$ cat src/rtl/bqd_pkg.sv
`timescale 1ns / 1ps
// ----------------------------------------------------------------------------
// Biquad TDF-II package
// Widths, register map, sequencer states and saturation helpers shared by
// the biquad filter unit.
// ----------------------------------------------------------------------------
package bqd_pkg;

  // Field and datapath widths.
  localparam int SAMPLE_W   = 24;                   // Q1.23 samples
  localparam int COEF_W     = 32;                   // Q4.28 coefficients
  localparam int STATE_W    = 32;                   // Q9.23 delay states
  localparam int DATA_W     = 32;                   // register port data
  localparam int ADDR_W     = 5;                    // seven 32-bit registers
  localparam int IDX_W      = 3;                    // register index bits
  localparam int PROD_W     = SAMPLE_W + COEF_W;    // exact Q.51 product
  localparam int FRAC_SHIFT = 28;                   // Q.51 to Q.23
  localparam int ACC_W      = STATE_W + FRAC_SHIFT + 2;
  localparam int RND_W      = ACC_W - FRAC_SHIFT;   // rounded sum width

  // Reset value of b0 is 1.0 in Q4.28.
  localparam logic [COEF_W-1:0] COEF_B0_RESET = 32'h1000_0000;

  // Register map, one index per 32-bit word.
  typedef enum logic [IDX_W-1:0] {
    REG_COEF_B0     = 3'd0,
    REG_COEF_B1     = 3'd1,
    REG_COEF_B2     = 3'd2,
    REG_COEF_A1     = 3'd3,
    REG_COEF_A2     = 3'd4,
    REG_INIT_FIRST  = 3'd5,
    REG_INIT_SECOND = 3'd6
  } reg_idx_t;

  // Sequencer states, one-hot.
  typedef enum logic [5:0] {
    ST_IDLE   = 6'b000001,
    ST_ACC_Y  = 6'b000010,
    ST_MUL_A1 = 6'b000100,
    ST_MUL_B2 = 6'b001000,
    ST_MUL_A2 = 6'b010000,
    ST_FIN    = 6'b100000
  } state_t;

  // Saturate a rounded sum to the 24-bit sample range.
  function automatic logic [SAMPLE_W-1:0] sat_sample(input logic [RND_W-1:0] v);
    logic neg;
    logic [SAMPLE_W-1:0] res;
    neg = v[RND_W-1];
    if (neg && !(&v[RND_W-2:SAMPLE_W-1])) begin
      res = {1'b1, {(SAMPLE_W-1){1'b0}}};
    end else if (!neg && (|v[RND_W-2:SAMPLE_W-1])) begin
      res = {1'b0, {(SAMPLE_W-1){1'b1}}};
    end else begin
      res = v[SAMPLE_W-1:0];
    end
    return res;
  endfunction

  // Saturate a rounded sum to the 32-bit state range.
  function automatic logic [STATE_W-1:0] sat_state(input logic [RND_W-1:0] v);
    logic neg;
    logic [STATE_W-1:0] res;
    neg = v[RND_W-1];
    if (neg && !(&v[RND_W-2:STATE_W-1])) begin
      res = {1'b1, {(STATE_W-1){1'b0}}};
    end else if (!neg && (|v[RND_W-2:STATE_W-1])) begin
      res = {1'b0, {(STATE_W-1){1'b1}}};
    end else begin
      res = v[STATE_W-1:0];
    end
    return res;
  endfunction

endpackage

$ cat src/rtl/biquad_tdf2_filter_unit.sv
`timescale 1ns / 1ps
// ----------------------------------------------------------------------------
// Biquad TDF-II filter unit
// Second-order IIR section in transposed direct form II. One shared
// 24x32 signed multiplier and one accumulator adder run five
// multiply-accumulates per sample under a small sequencer.
// ----------------------------------------------------------------------------
//
//  Channel   Ports                                          Direction
//  --------  ---------------------------------------------  ---------
//  input     in_valid, in_ready, in_sample_in, in_block_end   in
//  result    out_valid, out_ready, out_sample_out,            out
//            out_state_first_out, out_state_second_out,
//            out_block_end_out
//  config    psel, penable, pwrite, paddr, pwdata,            in/out
//            prdata, pready
//
//  A new sample is accepted only in ST_IDLE, not while the sequence runs:
//  the one shared multiplier handles the five coefficient products in turn.
//  The result register is loaded from ST_FIN, after the steps ST_ACC_Y
//  to ST_MUL_A2, and holds the result until taken; the next input beat
//  can be taken meanwhile. If the result register is still full at the
//  last step, the sequencer waits there until out_ready frees it.
//  Reset (rst_n low, synchronous) sets b0 to 1.0, the other registers and
//  both delay states to zero, and empties the result register.
//
module biquad_tdf2_filter_unit (
  input  logic                                clk,
  input  logic                                rst_n,
  // Input channel
  input  logic                                in_valid,
  output logic                                in_ready,
  input  logic signed [bqd_pkg::SAMPLE_W-1:0] in_sample_in,
  input  logic                                in_block_end,
  // Result channel
  output logic                                out_valid,
  input  logic                                out_ready,
  output logic signed [bqd_pkg::SAMPLE_W-1:0] out_sample_out,
  output logic signed [bqd_pkg::STATE_W-1:0]  out_state_first_out,
  output logic signed [bqd_pkg::STATE_W-1:0]  out_state_second_out,
  output logic                                out_block_end_out,
  // Register port
  input  logic                                psel,
  input  logic                                penable,
  input  logic                                pwrite,
  input  logic [bqd_pkg::ADDR_W-1:0]          paddr,
  input  logic [bqd_pkg::DATA_W-1:0]          pwdata,
  output logic [bqd_pkg::DATA_W-1:0]          prdata,
  output logic                                pready
);

  localparam int SW = bqd_pkg::SAMPLE_W;
  localparam int CW = bqd_pkg::COEF_W;
  localparam int TW = bqd_pkg::STATE_W;
  localparam int PW = bqd_pkg::PROD_W;
  localparam int AW = bqd_pkg::ACC_W;
  localparam int FS = bqd_pkg::FRAC_SHIFT;

  // Configuration registers.
  logic [CW-1:0] coef_b0_r, coef_b1_r, coef_b2_r, coef_a1_r, coef_a2_r;
  logic [TW-1:0] init_first_r, init_second_r;

  // Filter state.
  logic [TW-1:0] delay_first_r, delay_first_nxt;
  logic [TW-1:0] delay_second_r, delay_second_nxt;

  // Sequencer and datapath registers.
  bqd_pkg::state_t state_r, state_nxt;
  logic [SW-1:0] x_r, x_nxt;
  logic [SW-1:0] y_r, y_nxt;
  logic [TW-1:0] s1_r, s1_nxt;
  logic          end_r, end_nxt;
  logic [PW-1:0] prod_r, prod_nxt;
  logic [AW-1:0] acc_r, acc_nxt;

  // Result register.
  logic          out_valid_r, out_valid_nxt;
  logic [SW-1:0] out_y_r, out_y_nxt;
  logic [TW-1:0] out_s1_r, out_s1_nxt;
  logic [TW-1:0] out_s2_r, out_s2_nxt;
  logic          out_end_r, out_end_nxt;

  // Shared arithmetic signals.
  logic signed [SW-1:0]   mul_a;
  logic signed [CW-1:0]   mul_b;
  logic signed [PW-1:0]   mul_p;
  logic [AW-1:0]          prod_ext;
  logic [AW-1:0]          add_a;
  logic                   add_sub;
  logic [AW-1:0]          sum;
  logic [bqd_pkg::RND_W-1:0] sum_rnd;
  logic [bqd_pkg::RND_W-1:0] acc_rnd;

  logic in_fire;
  logic fin_go;
  logic cfg_wr;
  bqd_pkg::reg_idx_t cfg_idx;

  assign in_ready  = (state_r == bqd_pkg::ST_IDLE);
  assign in_fire   = in_valid && in_ready;
  assign fin_go    = (state_r == bqd_pkg::ST_FIN) && (!out_valid_r || out_ready);
  assign cfg_wr    = psel && penable && pwrite && pready;
  assign cfg_idx   = bqd_pkg::reg_idx_t'(paddr[bqd_pkg::ADDR_W-1:2]);
  assign pready    = 1'b1;

  // Register reads.
  always_comb begin
    unique case (cfg_idx)
      bqd_pkg::REG_COEF_B0:     prdata = coef_b0_r;
      bqd_pkg::REG_COEF_B1:     prdata = coef_b1_r;
      bqd_pkg::REG_COEF_B2:     prdata = coef_b2_r;
      bqd_pkg::REG_COEF_A1:     prdata = coef_a1_r;
      bqd_pkg::REG_COEF_A2:     prdata = coef_a2_r;
      bqd_pkg::REG_INIT_FIRST:  prdata = init_first_r;
      bqd_pkg::REG_INIT_SECOND: prdata = init_second_r;
      default:                  prdata = '0;
    endcase
  end

  // Coefficient and initial-state register writes.
  always_ff @(posedge clk) begin
    if (!rst_n) begin
      coef_b0_r     <= bqd_pkg::COEF_B0_RESET;
      coef_b1_r     <= '0;
      coef_b2_r     <= '0;
      coef_a1_r     <= '0;
      coef_a2_r     <= '0;
      init_first_r  <= '0;
      init_second_r <= '0;
    end else if (cfg_wr) begin
      unique case (cfg_idx)
        bqd_pkg::REG_COEF_B0:     coef_b0_r     <= pwdata;
        bqd_pkg::REG_COEF_B1:     coef_b1_r     <= pwdata;
        bqd_pkg::REG_COEF_B2:     coef_b2_r     <= pwdata;
        bqd_pkg::REG_COEF_A1:     coef_a1_r     <= pwdata;
        bqd_pkg::REG_COEF_A2:     coef_a2_r     <= pwdata;
        bqd_pkg::REG_INIT_FIRST:  init_first_r  <= pwdata;
        bqd_pkg::REG_INIT_SECOND: init_second_r <= pwdata;
        default: ;
      endcase
    end
  end

  // Multiplier operand selection: the sample on entry, then x or y.
  always_comb begin
    unique case (state_r)
      bqd_pkg::ST_IDLE: begin
        mul_a = in_sample_in;
        mul_b = coef_b0_r;
      end
      bqd_pkg::ST_ACC_Y: begin
        mul_a = x_r;
        mul_b = coef_b1_r;
      end
      bqd_pkg::ST_MUL_A1: begin
        mul_a = y_r;
        mul_b = coef_a1_r;
      end
      bqd_pkg::ST_MUL_B2: begin
        mul_a = x_r;
        mul_b = coef_b2_r;
      end
      bqd_pkg::ST_MUL_A2: begin
        mul_a = y_r;
        mul_b = coef_a2_r;
      end
      default: begin
        mul_a = x_r;
        mul_b = coef_b2_r;
      end
    endcase
  end

  assign mul_p = mul_a * mul_b;

  // Accumulator adder: the registered product is added or subtracted.
  assign prod_ext = {{(AW-PW){prod_r[PW-1]}}, prod_r};

  always_comb begin
    add_a   = acc_r;
    add_sub = 1'b0;
    unique case (state_r)
      bqd_pkg::ST_MUL_B2: add_sub = 1'b1;
      bqd_pkg::ST_FIN:    add_sub = 1'b1;
      bqd_pkg::ST_MUL_A2: add_a   = {{(AW-FS){1'b0}}, 1'b1, {(FS-1){1'b0}}};
      default: ;
    endcase
  end

  assign sum     = add_sub ? (add_a - prod_ext) : (add_a + prod_ext);
  // Floor shift by 28; the rounding half LSB is already in the accumulator.
  assign sum_rnd = sum[AW-1:FS];
  assign acc_rnd = acc_r[AW-1:FS];

  // Sequencer and datapath next values.
  always_comb begin
    state_nxt        = state_r;
    x_nxt            = x_r;
    y_nxt            = y_r;
    s1_nxt           = s1_r;
    end_nxt          = end_r;
    prod_nxt         = prod_r;
    acc_nxt          = acc_r;
    delay_first_nxt  = delay_first_r;
    delay_second_nxt = delay_second_r;
    out_valid_nxt    = out_valid_r && !out_ready;
    out_y_nxt        = out_y_r;
    out_s1_nxt       = out_s1_r;
    out_s2_nxt       = out_s2_r;
    out_end_nxt      = out_end_r;

    unique case (state_r)
      bqd_pkg::ST_IDLE: begin
        if (in_fire) begin
          x_nxt     = in_sample_in;
          end_nxt   = in_block_end;
          prod_nxt  = mul_p;
          // s1 aligned to Q.51 with the rounding half LSB in the empty bits.
          acc_nxt   = {{2{delay_first_r[TW-1]}}, delay_first_r, 1'b1, {(FS-1){1'b0}}};
          state_nxt = bqd_pkg::ST_ACC_Y;
        end
      end
      bqd_pkg::ST_ACC_Y: begin
        y_nxt     = bqd_pkg::sat_sample(sum_rnd);
        prod_nxt  = mul_p;
        acc_nxt   = {{2{delay_second_r[TW-1]}}, delay_second_r, 1'b1, {(FS-1){1'b0}}};
        state_nxt = bqd_pkg::ST_MUL_A1;
      end
      bqd_pkg::ST_MUL_A1: begin
        prod_nxt  = mul_p;
        acc_nxt   = sum;
        state_nxt = bqd_pkg::ST_MUL_B2;
      end
      bqd_pkg::ST_MUL_B2: begin
        prod_nxt  = mul_p;
        acc_nxt   = sum;
        state_nxt = bqd_pkg::ST_MUL_A2;
      end
      bqd_pkg::ST_MUL_A2: begin
        // The first state sum is complete; start the second with b2*x.
        s1_nxt    = bqd_pkg::sat_state(acc_rnd);
        prod_nxt  = mul_p;
        acc_nxt   = sum;
        state_nxt = bqd_pkg::ST_FIN;
      end
      bqd_pkg::ST_FIN: begin
        if (fin_go) begin
          delay_first_nxt  = s1_r;
          delay_second_nxt = bqd_pkg::sat_state(sum_rnd);
          out_valid_nxt    = 1'b1;
          out_y_nxt        = y_r;
          out_s1_nxt       = s1_r;
          out_s2_nxt       = bqd_pkg::sat_state(sum_rnd);
          out_end_nxt      = end_r;
          state_nxt        = bqd_pkg::ST_IDLE;
        end
      end
      default: state_nxt = bqd_pkg::ST_IDLE;
    endcase

    // Initial-state writes load the delays; the user must write them between samples, the block does not enforce it.
    if (cfg_wr && (cfg_idx == bqd_pkg::REG_INIT_FIRST)) begin
      delay_first_nxt = pwdata;
    end
    if (cfg_wr && (cfg_idx == bqd_pkg::REG_INIT_SECOND)) begin
      delay_second_nxt = pwdata;
    end
  end

  // Control and state registers.
  always_ff @(posedge clk) begin
    if (!rst_n) begin
      state_r        <= bqd_pkg::ST_IDLE;
      out_valid_r    <= 1'b0;
      delay_first_r  <= '0;
      delay_second_r <= '0;
    end else begin
      state_r        <= state_nxt;
      out_valid_r    <= out_valid_nxt;
      delay_first_r  <= delay_first_nxt;
      delay_second_r <= delay_second_nxt;
    end
  end

  // Payload registers.
  always_ff @(posedge clk) begin
    x_r      <= x_nxt;
    y_r      <= y_nxt;
    s1_r     <= s1_nxt;
    end_r    <= end_nxt;
    prod_r   <= prod_nxt;
    acc_r    <= acc_nxt;
    out_y_r  <= out_y_nxt;
    out_s1_r <= out_s1_nxt;
    out_s2_r <= out_s2_nxt;
    out_end_r <= out_end_nxt;
  end

  assign out_valid            = out_valid_r;
  assign out_sample_out       = out_y_r;
  assign out_state_first_out  = out_s1_r;
  assign out_state_second_out = out_s2_r;
  assign out_block_end_out    = out_end_r;

  // An accepted input beat always starts the product sequence.
  a_accept_starts: assert property (@(posedge clk) disable iff (!rst_n)
    in_valid && in_ready |=> state_r == bqd_pkg::ST_ACC_Y)
    else $error("accepted beat did not start the sequence");

  // A new result appears only from the last sequencer step.
  a_result_from_fin: assert property (@(posedge clk) disable iff (!rst_n)
    $rose(out_valid) |-> $past(state_r == bqd_pkg::ST_FIN))
    else $error("result appeared outside the final step");

  // A full, stalled result register holds the sequencer at its last step.
  a_fin_waits: assert property (@(posedge clk) disable iff (!rst_n)
    state_r == bqd_pkg::ST_FIN && out_valid && !out_ready
      |=> state_r == bqd_pkg::ST_FIN)
    else $error("final step overran a waiting result");

endmodule
$ cat config.mk
export PLATFORM = sky130hd
export DESIGN_NAME = biquad_tdf2_filter_unit
export DESIGN_NICKNAME = d
export VERILOG_FILES = /design/src/rtl/bqd_pkg.sv /design/src/rtl/biquad_tdf2_filter_unit.sv
export SDC_FILE = /design/constraint.sdc
export NUM_CORES = 2
export LEC_CHECK = 0
export ABC_AREA = 1
export BUFFER_PORTS_ARGS = -buffer_cell sky130_fd_sc_hd__buf_2
export CAP_MARGIN = 20
export CELL_PAD_IN_SITES_DETAIL_PLACEMENT = 1
export CELL_PAD_IN_SITES_GLOBAL_PLACEMENT = 1
export CORE_MARGIN = 5
export CORE_UTILIZATION = 50
export CTS_BUF_LIST = sky130_fd_sc_hd__clkbuf_4
export DETAILED_ROUTE_END_ITERATION = 10
export HOLD_SLACK_MARGIN = 0.03
export PLACE_DENSITY = 0.9
export SYNTH_ARGS = -nofsm -noshare
export SYNTH_HDL_FRONTEND = slang
export SYNTH_SLANG_ARGS = --single-unit
$ cat constraint.sdc
create_clock -name clk -period 10.5 [get_ports clk]
set_input_delay 2.1 -clock clk [delete_from_list [all_inputs] [get_ports clk]]
set_output_delay 2.1 -clock clk [all_outputs]
set_load 0.02 [all_outputs]
==> results.txt <==
The run finished, with violations left. The final reports fail on DRC. The total grt overflow is 0.

The gate family responsible for the most delay along the worst path is adder cells. The longest clock path from root to sink contains 3 buffers. The library cell contributing the largest single delay on the critical path is nand2_1.

The most frequently used flop master after synthesis is dfxtp_1. The vertical extent of the die is 352 um. The half-perimeter wire length of the detailed placement result came out at 183 mm. The number of max-slew violations in the final report is 0.

The post-CTS repair timing setup buffer count is 0. The number of cells on the worst reg-to-reg path is 29. The post-cts resize count is 0.

Of the total power, the share spent switching nets is 0.497. Wires add up to 240 mm. Synthesis produced a netlist whose cell count is 7466. The area of the core is 116000 um^2. The critical-path maximum fanout came out at 15. The number of CTS-inserted buffers came out at 152. The max-cap violation count came out at 0. The type of the most critical hold path is reg2reg. In this design, the stage delay of the slowest critical-path cell is 720 ps. The final standard cell utilization of the core came out at 0.545. For this block, the via count after detailed routing is 54.7k.

The floorplan has 125 rows. The data required time at the worst endpoint came out at 11320 ps. The reported net switching power came out at 5.39 mW. The internal power contribution came out at 5.46 mW. The number of flip-flops in the largest register is 62. Yosys attributes the largest share of cell area to fa_1 27%, edfxtp_1 15%, nand2_1 12%. For this run, the number of Yosys warnings is 0.

Counting flops with a built-in enable in the synthesized netlist gives 288. Averaged over all synthesized cells, the footprint is 7.82 um^2. The clock slew at the register clock pins of the worst setup and hold paths is 80 ps.

The relative contribution of combinational cells to total power is 0.524. The top register by number of flip-flops is acc_r. The level count of the clock H-tree came out at 4.

Among the stages of the critical path, the cell type that occurs most often is fa_1. The leakage power summed over all cells came out at 32.8 nW. The clock latency on the worst-skew pair came out at 1130 ps.

In this run the most used layer during global routing was met2. In the routed layout, each cell is associated on average with a via count of 5.88. After synthesis, the most frequently instantiated cells are 1864 x nand2_1, 1774 x inv_1, 784 x fa_1.

The fraction of met3 tracks used by global routing came out at 0.106. The post-synthesis instance area is 58400 um^2. The number of global-route vias before repair came to 60.3k. The violation count after the first detailed-routing iteration is 5624. Setup violations remaining at the end of the flow were counted as 0. The minimum clock period after layout came out at 9500 ps. Of the cells placed in the final design, the portion with a size suffix greater than 1 is 0.0843.

Of the total synthesized cell area, the portion taken by full adders, half adders and majority gates is 0.314. Of the total power, the clock network draws 0.208. Setup repair after global routing left no endpoint under its margin. The net count of the finished layout came out at 8700.

The worst supply voltage drop on vdd is 0.236 mV. The number of unique standard cell types used by synthesis is 55. In this run the horizontal extent of the chip is 352 um. The type of the worst setup path is reg2reg. The final sum of negative setup slack came out at 0 ps.

The number of I/O port buffers came out at 189. In the final layout, the multi-input gates occupy 35900 um^2. The remaining max-slew budget at the tightest pin came out at 0.208.

The clock root buffer is clkbuf_4. The kind of end point of the critical path is a register. The signal arrival time at the worst endpoint came out at 10320 ps.

The simple-gate area share of the yosys netlist came out at 0.178. For this run, global-route usage on met1 was measured as 0.430. Counting the fill cells in the layout gives 14.5k.

The buffer and inverter count on the worst path is 7. The proportion of power drawn by flip-flops and latches is 0.268. The portion of the clock cycle consumed by the worst path in the final layout came out at 0.905. The first-pass detailed-route iteration total is 9. Of the total synthesized cell area, the portion taken by XOR and XNOR cells is 0.0210. Entering global routing, the biggest net connects 89 pins. Yosys instantiated no cell more often than nand2_1. The sort of element at the start of the critical path is a register. The synthesized-area fraction occupied by ao, oa, aoi and oai cells is 0.100. The number of antenna violations at the first check in global routing is 23. The detail-routed net length per standard cell is 25.8 um. The worst hold-check slack is 428 ps. The synthesis-to-finish area growth came out at 8.29%. The die area came out at 124000 um^2. Based on the critical path, the design can be clocked at up to 105 MHz. The remaining routing DRC violations came out at 1. Of all cell types, the one taking the most synthesized area is fa_1. Of the synthesized area, sequential elements account for 0.249. The global-route wire length before repair came out at 360 mm. The fraction of post-synthesis cell area in the top cell type by area is 0.269. The storage element area is 14600 um^2. The critical path crosses 29 cells after its start point.

After clock tree synthesis, the flow added hold-fix buffers numbering 0. The largest registers in the layout are acc_r (62), prod_r (56). In the synthesized netlist the async set-or-reset flop fraction comes to 0. The final worst clock skew came out at 78.6 ps.

The number of placed instances, taps included is 9004. The count of final hold-check violations was 0. The clock sink count came out at 583.

For this configuration, the core starts out at a cell density of 0.503. The count of pins on the block boundary is 193. By area, the combinational part of the netlist is dominated by adder cells. For the pin with the worst max-slew slack, the measured transition is 1190 ps.

The non-filler instance count after layout came out at 9290. The weighted congestion at the end of routability-driven global placement came out at 0.973. The cell depth of the worst hold path came out at 0.

TritonCTS built the clock tree. The met2 track utilization from global routing came out at 0.631. The remaining antenna violation count after routing is 0. The total global routing track utilization is 0.387. Counting flops and latches in the post-synthesis netlist gives 583.

The portion of synthesized area spent on multiplexers is 0. The total nets after synthesis is 8531. Power spread over the standard cell area amounts to 172 nW/um^2.
cells in the final DEF, fill, tap and decap left out, drive strengths merged, types with 33 or more instances in the layout:
master,count
nand2,1877
inv,1797
fa,784
nor2,480
a21oi,399
o21ai,335
buf,323
dfxtp,295
edfxtp,288
clkbuf,231
ha,212
nand3,169
xor2,95
a22oi,67
a221oi,61
a31oi,52
xnor2,45
clkinv,37
nor3,35
o22ai,33
final timing paths:
| kind | start | endpoint | slack, ps |
|---|---|---|---|
| setup / recovery | state_r[5] | prod_r[51] | 1000 |
| hold / removal | end_r | out_block_end_out | 430 |
| setup reg to reg | state_r[5] | prod_r[51] | 1000 |
| hold reg to reg | end_r | out_block_end_out | 430 |
cells by family after synthesis:
| kind of cell | count (synthesis) |
|---|---|
| fa+ha+maj | 996 |
| xor+xnor | 140 |
| simple gates | 2622 |
| compound gates | 1020 |
| buf+inv | 2104 |
| flops | 583 |
| other cells | 1 |
per-layer routing:
layer	routed length (um)	share of wire	up-vias
met5	209	0.00087	-
met4	22400	0.093	30
met3	24200	0.10	1212
met2	111000	0.46	3317
met1	81900	0.34	27000
li1	-	-	23100
power groups by stage:
stage	sequential (mW)	combinational (mW)	clock (mW)
final	2.91	5.69	2.25
after global placement	2.94	5.12	0
after floorplan	2.85	3.53	0
after CTS	2.90	5.55	2.25
after detailed placement	2.95	5.46	0
after global routing	2.91	6.12	2.38
area by class of cell:
| type | instances | area share |
|---|---|---|
| antenna | 11 | 0.000435 |
| clock buffer | 231 | 0.0274 |
| sequential | 583 | 0.230 |
| timing repair buffer | 323 | 0.0313 |
| inverter | 1796 | 0.107 |
| multi-input combinational | 4779 | 0.568 |
| clock inverter | 43 | 0.00554 |
| tap | 1524 | 0.0302 |
per-stage QoR:
step	power, mW	setup WS, ps	cell area, um^2
2_1_floorplan	6.38	1980	58400
3_3_place_gp	8.07	706	61100
3_5_place_dp	8.41	377	61100
4_1_cts	10.7	1180	63200
5_1_grt	11.4	780	63200
6_report	10.9	995	63200
Note: power is estimated with default switching activity, not from simulation.
